**src/rtl/core/hcpg_pkg.sv**
```systemverilog
// Package for the coupled Hopf pattern generator: sizes, codes, FSM types
// and the elaboration-time sigmoid table. No dependencies.
`timescale 1ns / 1ps

package hcpg_pkg;

  localparam int NUM_OSC         = 6;
  localparam int SIGMOID_ENTRIES = 256;

  localparam int OP_W   = 2;
  localparam int ROW_W  = 3;
  localparam int VAL_W  = 32;
  localparam int CIDX_W = 2;
  localparam int CDAT_W = 24;

  localparam int OSC_IW   = $clog2(NUM_OSC);
  localparam int ST_DEPTH = 2 * NUM_OSC;
  localparam int ST_AW    = $clog2(ST_DEPTH);
  localparam int CP_DEPTH = NUM_OSC * NUM_OSC;
  localparam int CP_AW    = $clog2(CP_DEPTH);
  localparam int SIG_AW   = $clog2(SIGMOID_ENTRIES);

  localparam int DIV_NW = 48;
  localparam int DIV_DW = 16;
  localparam int DIV_CW = $clog2(DIV_NW + 1);

  localparam logic [27:0] THREE_PI_Q24 = 28'd158121536;

  localparam logic [OP_W-1:0] OP_TICK   = 2'd0;
  localparam logic [OP_W-1:0] OP_COUPLE = 2'd1;
  localparam logic [OP_W-1:0] OP_STATE  = 2'd2;

  localparam logic [CIDX_W-1:0] CFG_SWING = 2'd0;
  localparam logic [CIDX_W-1:0] CFG_DUTY  = 2'd1;
  localparam logic [CIDX_W-1:0] CFG_STEP  = 2'd2;

  typedef enum logic [3:0] {
    S_IDLE, S_PREP, S_DIV, S_SELF_RD, S_SELF_LT, S_CALC, S_CP_RD,
    S_CP_LT, S_CP_MUL, S_FIN, S_H_MUL, S_SUM, S_EMIT
  } state_t;

  typedef enum logic [4:0] {
    MOP_NONE, MOP_XX, MOP_YY, MOP_WST, MOP_WSW, MOP_AX, MOP_AY, MOP_WY,
    MOP_WX, MOP_CX, MOP_SY, MOP_SX, MOP_CY, MOP_DXH_HI, MOP_DXH_LO,
    MOP_DYH_HI, MOP_DYH_LO
  } mul_op_t;

  typedef logic [24:0] sig_table_t [SIGMOID_ENTRIES];

  function automatic logic [63:0] udiv64(logic [63:0] n, logic [63:0] d);
    logic [64:0] rem;
    logic [63:0] q;
    rem = '0;
    q   = '0;
    for (int i = 63; i >= 0; i--) begin
      rem = {rem[63:0], n[i]};
      if (rem >= {1'b0, d}) begin
        rem  = rem - {1'b0, d};
        q[i] = 1'b1;
      end
    end
    return q;
  endfunction

  // Bin-centre logistic values, Q1.24; exp via Taylor of exp(-|z|/256) squared 8 times
  function automatic sig_table_t sig_table_f();
    sig_table_t tab;
    logic signed [63:0] zc;
    logic [63:0] a, d, t2, t3, t4, e, den, v;
    for (int k = 0; k < SIGMOID_ENTRIES; k++) begin
      zc = $signed((64'(2 * k + 1) << 27) / SIGMOID_ENTRIES) - (64'sd1 <<< 27);
      a  = (zc < 0) ? 64'(-zc) : 64'(zc);
      d  = a >> 2;
      t2 = (d * d) >> 30;
      t3 = (t2 * d) >> 30;
      t4 = (t3 * d) >> 30;
      e  = (64'd1 << 30) - d + (t2 >> 1) - t3 / 64'd6 + t4 / 64'd24;
      for (int n = 0; n < 8; n++) begin
        e = (e * e + (64'd1 << 29)) >> 30;
      end
      den = (64'd1 << 30) + e;
      if (zc >= 0) begin
        v = udiv64((64'd1 << 54) + (den >> 1), den);
      end else begin
        v = udiv64((e << 24) + (den >> 1), den);
      end
      tab[k] = v[24:0];
    end
    return tab;
  endfunction

  localparam sig_table_t SIG_TABLE = sig_table_f();

endpackage

```
**src/rtl/core/hcpg_divider.sv**
```systemverilog
// Restoring serial divider, one quotient bit per cycle, for the stance rate.
// Depends on hcpg_pkg.
`timescale 1ns / 1ps

module hcpg_divider import hcpg_pkg::*; (
  input  logic              clk,
  input  logic              rst,
  input  logic              start,
  input  logic [DIV_NW-1:0] num,
  input  logic [DIV_DW-1:0] den,
  output logic [DIV_NW-1:0] quo,
  output logic              done
);

  logic [DIV_DW-1:0] rem;
  logic [DIV_CW-1:0] cnt;
  logic              busy;
  logic [DIV_DW:0]   sh;
  logic [DIV_DW:0]   trial;

  assign sh    = {rem, quo[DIV_NW-1]};
  assign trial = sh - {1'b0, den};

  always_ff @(posedge clk) begin
    if (rst) begin
      busy <= 1'b0;
      done <= 1'b0;
      cnt  <= '0;
    end else begin
      done <= 1'b0;
      if (start) begin
        busy <= 1'b1;
        cnt  <= DIV_CW'(DIV_NW);
      end else if (busy) begin
        cnt <= cnt - 1'b1;
        if (cnt == DIV_CW'(1)) begin
          busy <= 1'b0;
          done <= 1'b1;
        end
      end
    end
  end

  always_ff @(posedge clk) begin
    if (start) begin
      rem <= '0;
      quo <= num;
    end else if (busy) begin
      if (sh >= {1'b0, den}) begin
        rem <= trial[DIV_DW-1:0];
        quo <= {quo[DIV_NW-2:0], 1'b1};
      end else begin
        rem <= sh[DIV_DW-1:0];
        quo <= {quo[DIV_NW-2:0], 1'b0};
      end
    end
  end

endmodule

```
**config.mk**
```make
export PLATFORM = sky130hd
export DESIGN_NAME = hcpg_divider
export DESIGN_NICKNAME = d
export VERILOG_FILES = /design/src/rtl/core/hcpg_pkg.sv /design/src/rtl/core/hcpg_divider.sv
export SDC_FILE = /design/constraint.sdc
export NUM_CORES = 1
export LEC_CHECK = 0
export ABC_AREA = 1
export BUFFER_PORTS_ARGS = -buffer_cell sky130_fd_sc_hd__buf_2
export CORE_MARGIN = 10
export CORE_UTILIZATION = 53
export DETAILED_ROUTE_END_ITERATION = 10
export PLACE_DENSITY_LB_ADDON = 0.25
export SYNTH_ARGS = -nofsm -noshare
export SYNTH_HDL_FRONTEND = slang
export SYNTH_SLANG_ARGS = --single-unit
```
**constraint.sdc**
```tcl
create_clock -name clk -period 2.9 [get_ports clk]
set_input_delay 0.435 -clock clk [delete_from_list [all_inputs] [get_ports clk]]
set_output_delay 0.435 -clock clk [all_outputs]
set_load 0.03 [all_outputs]
```
==> impl_results.md <==
- Met2 usage: around 30%
- Detailed-route via count: a little under 4k
- Placed cells: slightly below 800
- Synthesized area per cell: around 7.4 um^2
- Fin cells: 805
- Type of the most critical hold path: primary input to flip-flop
- Startpoint types: flip-flop
- Fmax: a little under 0.5 GHz
- Post-DR vias/cell: about 4.9
- CP Class: flip-flop to flip-flop
- Data arrival, critical path: 2.37 ns
- Minimum clock period: 2.08 ns
- Met3 Usage GRT: 8.36%
- Largest stage delay on the critical path: 0.37 ns
- Final Max Tran Viols: 0
- CP max stage cell: ha_1
- Period utilisation layout: 71.7%
- Max-cap violations: 0
- DRC: 0
- Critical Path Most Common Cell: nand2_1
- Final setup fails: 0
- CP Cell Sequence: ha_1 > a21oi_1 > o21a_1 > nand2_2 > nor2_4 > nand2_4 > nand2_1 > nand3_1 > nand2_1
- Layout cells sized above 1: ~23%
- RSZ-0062 raised after global routing: no
- H-tree levels: 3
- Post-CTS Setup Inserts: 0
- Die Area: 12100 um^2
- Vias in the first global route: 3890
- Area Overhead vs Synth: 19.7%
- Ys flop type: edfxtp_1
- Clock sinks: a little over 70
- Clock tree from TritonCTS: done
- Worst-Margin Slew: ~0.63 ns
- Final #Nets: between 700 and 800
- Diodes inserted: 0
- Root buffer cell: clkbuf_8
- Number of synthesized flops with an enable pin: 48
- Worst-Skew Late Latency: between 0.3 and 0.4 ns
- Core footprint: roughly 8000 um^2
- Post-layout util: 66.1%
- Fill count: 700
- Synth unique cells: 39
- WL per Instance: ~14 um
- Final TNS setup: 0 ns
- I/O Pins: ~120
- First-pass GRT wire length: 18600 um
- Run status: finished, final reports clean
- Relative slew slack: between 50% and 60%
- Largest net degree at the start of global routing: 51
- Seq/Total Area, Yosys: approximately 45%
- Drt pass-1 iters: 5
- Port Buffers: about 120
- Initial antenna violation count: 0
- Initial Util: 55.2%
- Final Hold Viols: 0
- Cell count after synthesis: about 580
- Max VDD drop: about 0.0004 V
- GPL Wtd Cong: 0.947
- CTS Buf Count: 9
- Syn Std Cell Area: between 4000 and 5000 um^2
- DRT antenna net count: 0
- Grt met1 use: about a quarter
- Post-CTS Resized: 0
- Total GRT Usage: between 15 and 20%
- Placed wire-length estimate: roughly 8700 um
- Worst clock skew: 0.0109 ns
- Die Height: 110 um
- FFs w/ async S/R, synth: 0%
- Hold-fix buffers at CTS: 0
- Gr busiest metal: met2
- PwrDens: 493 nW/um^2
- # rows: 32
- CP endpoint kind: flip-flop
- GRT Residual Overflow: 0
- Die W: around 110 um
- Synth Register Bits: between 70 and 80
- Clock Path Buffers: 2
- Syn Nets: 670
- Clk pin slew, worst setup/hold paths: roughly 0.08 ns
- Leak: approximately 2.9 nW
- Iter 0 DRT Violations: 270
- Critical-path maximum fanout: 18
- Required time of the critical path: 3.19 ns
- Detailed Route WL: 11300 um
- YS warnings: 0
-- worst max-delay path: cells and delay by family (launching register included) --
| family | cells | cell delay [ns] |
|---|---|---|
| AO/OA/AOI/OAI | 2 | 0.40 |
| adder cells (fa/ha/maj) | 1 | 0.37 |
| flip-flops | 1 | 0.33 |
| AND/OR/NAND/NOR | 6 | 0.92 |
-- sequential cells by signal, summed over array words and instances, names as in the netlist --
signal,flops
rem,16
done,1
quo,48
cnt,6
busy,1
-- routing by layer --
metal	routed length, um	vias to the layer above
met2	5270	133
met4	106	0
li1	-	2051
met3	1200	12
met1	4730	1754
met5	0	-
-- placed cells by master, fill, tap and decap left out, types with 4 or more instances in the layout --
master    Yosys  routed
nor3_1        5       5
inv_2         3       4
nand2_1     277     277
nand4_1       4       4
dfxtp_1      24      24
nand3_1      40      40
buf_2         3     115
nor2_1       16      16
inv_1        77      76
xnor2_1       6       6
ha_1         18      18
buf_4         1       6
edfxtp_1     48      48
a21oi_1      10      10
clkbuf_8      0       9
nand2_2      10      10
-- logic make-up (layout without fill, tap and decap cells) --
logic type      after synthesis  after routing  synth area share [%]
buf+inv                      99            218                  9.26
simple gates                368            368                  36.3
flops                        72             72                  44.6
xor+xnor                      8              8                  1.63
compound gates               18             18                  2.53
fa+ha+maj                    19             19                  5.69
-- Yosys cell counts, types with 3 or more instances --
library cell  instances  area, um^2
nand2_1             277        1040
inv_1                77         289
edfxtp_1             48        1440
nand3_1              40         200
dfxtp_1              24         480
ha_1                 18         225
nor2_1               16        60.1
a21oi_1              10        50.1
clkbuf_1             10        37.5
nand2_2              10        62.6
xnor2_1               6        52.6
nor3_1                5        25.0
nand4_1               4        25.0
buf_2                 3        15.0
inv_2                 3        11.3
nand3b_1              3        22.5
-- final cells by class --
class | instances | area [um^2] | area share, %
tap | 102 | 128 | 2.47
multi-input combinational | 413 | 1990 | 38.6
clock buffer | 9 | 124 | 2.40
timing repair buffer | 121 | 621 | 12.0
sequential | 72 | 1920 | 37.3
inverter | 81 | 304 | 5.89
clock inverter | 7 | 71.3 | 1.38
-- power by group --
part | switching [mW] | total, mW | internal, mW
sequential | 0.0474 | 1.24 | 1.19
combinational | 0.350 | 0.510 | 0.159
clock | 0.397 | 0.794 | 0.397
total | 0.794 | 2.54 | 1.75
-- stage by stage --
step	power, mW	area [um^2]	worst slack, ns	hold WS, ns
2_1_floorplan	1.59	4310	0.566	0.445
3_3_place_gp	1.76	4960	0.658	0.460
3_5_place_dp	1.77	4960	0.599	0.469
4_1_cts	2.56	5160	0.824	0.277
5_1_grt	2.68	5160	0.635	0.278
6_report	2.54	5160	0.822	0.289
-- path summary, 6_finish.rpt --
path                                 to  depth (start not counted)     from  slack [ns]
worst max-delay path            rem[13]                          9  rem[13]        0.82
worst min-delay path             cnt[4]                          2      rst        0.29
worst max register to register  rem[13]                          9  rem[13]        0.82
worst min register to register  rem[14]                          2  rem[14]        0.48
(Power assumes the default switching activity.)
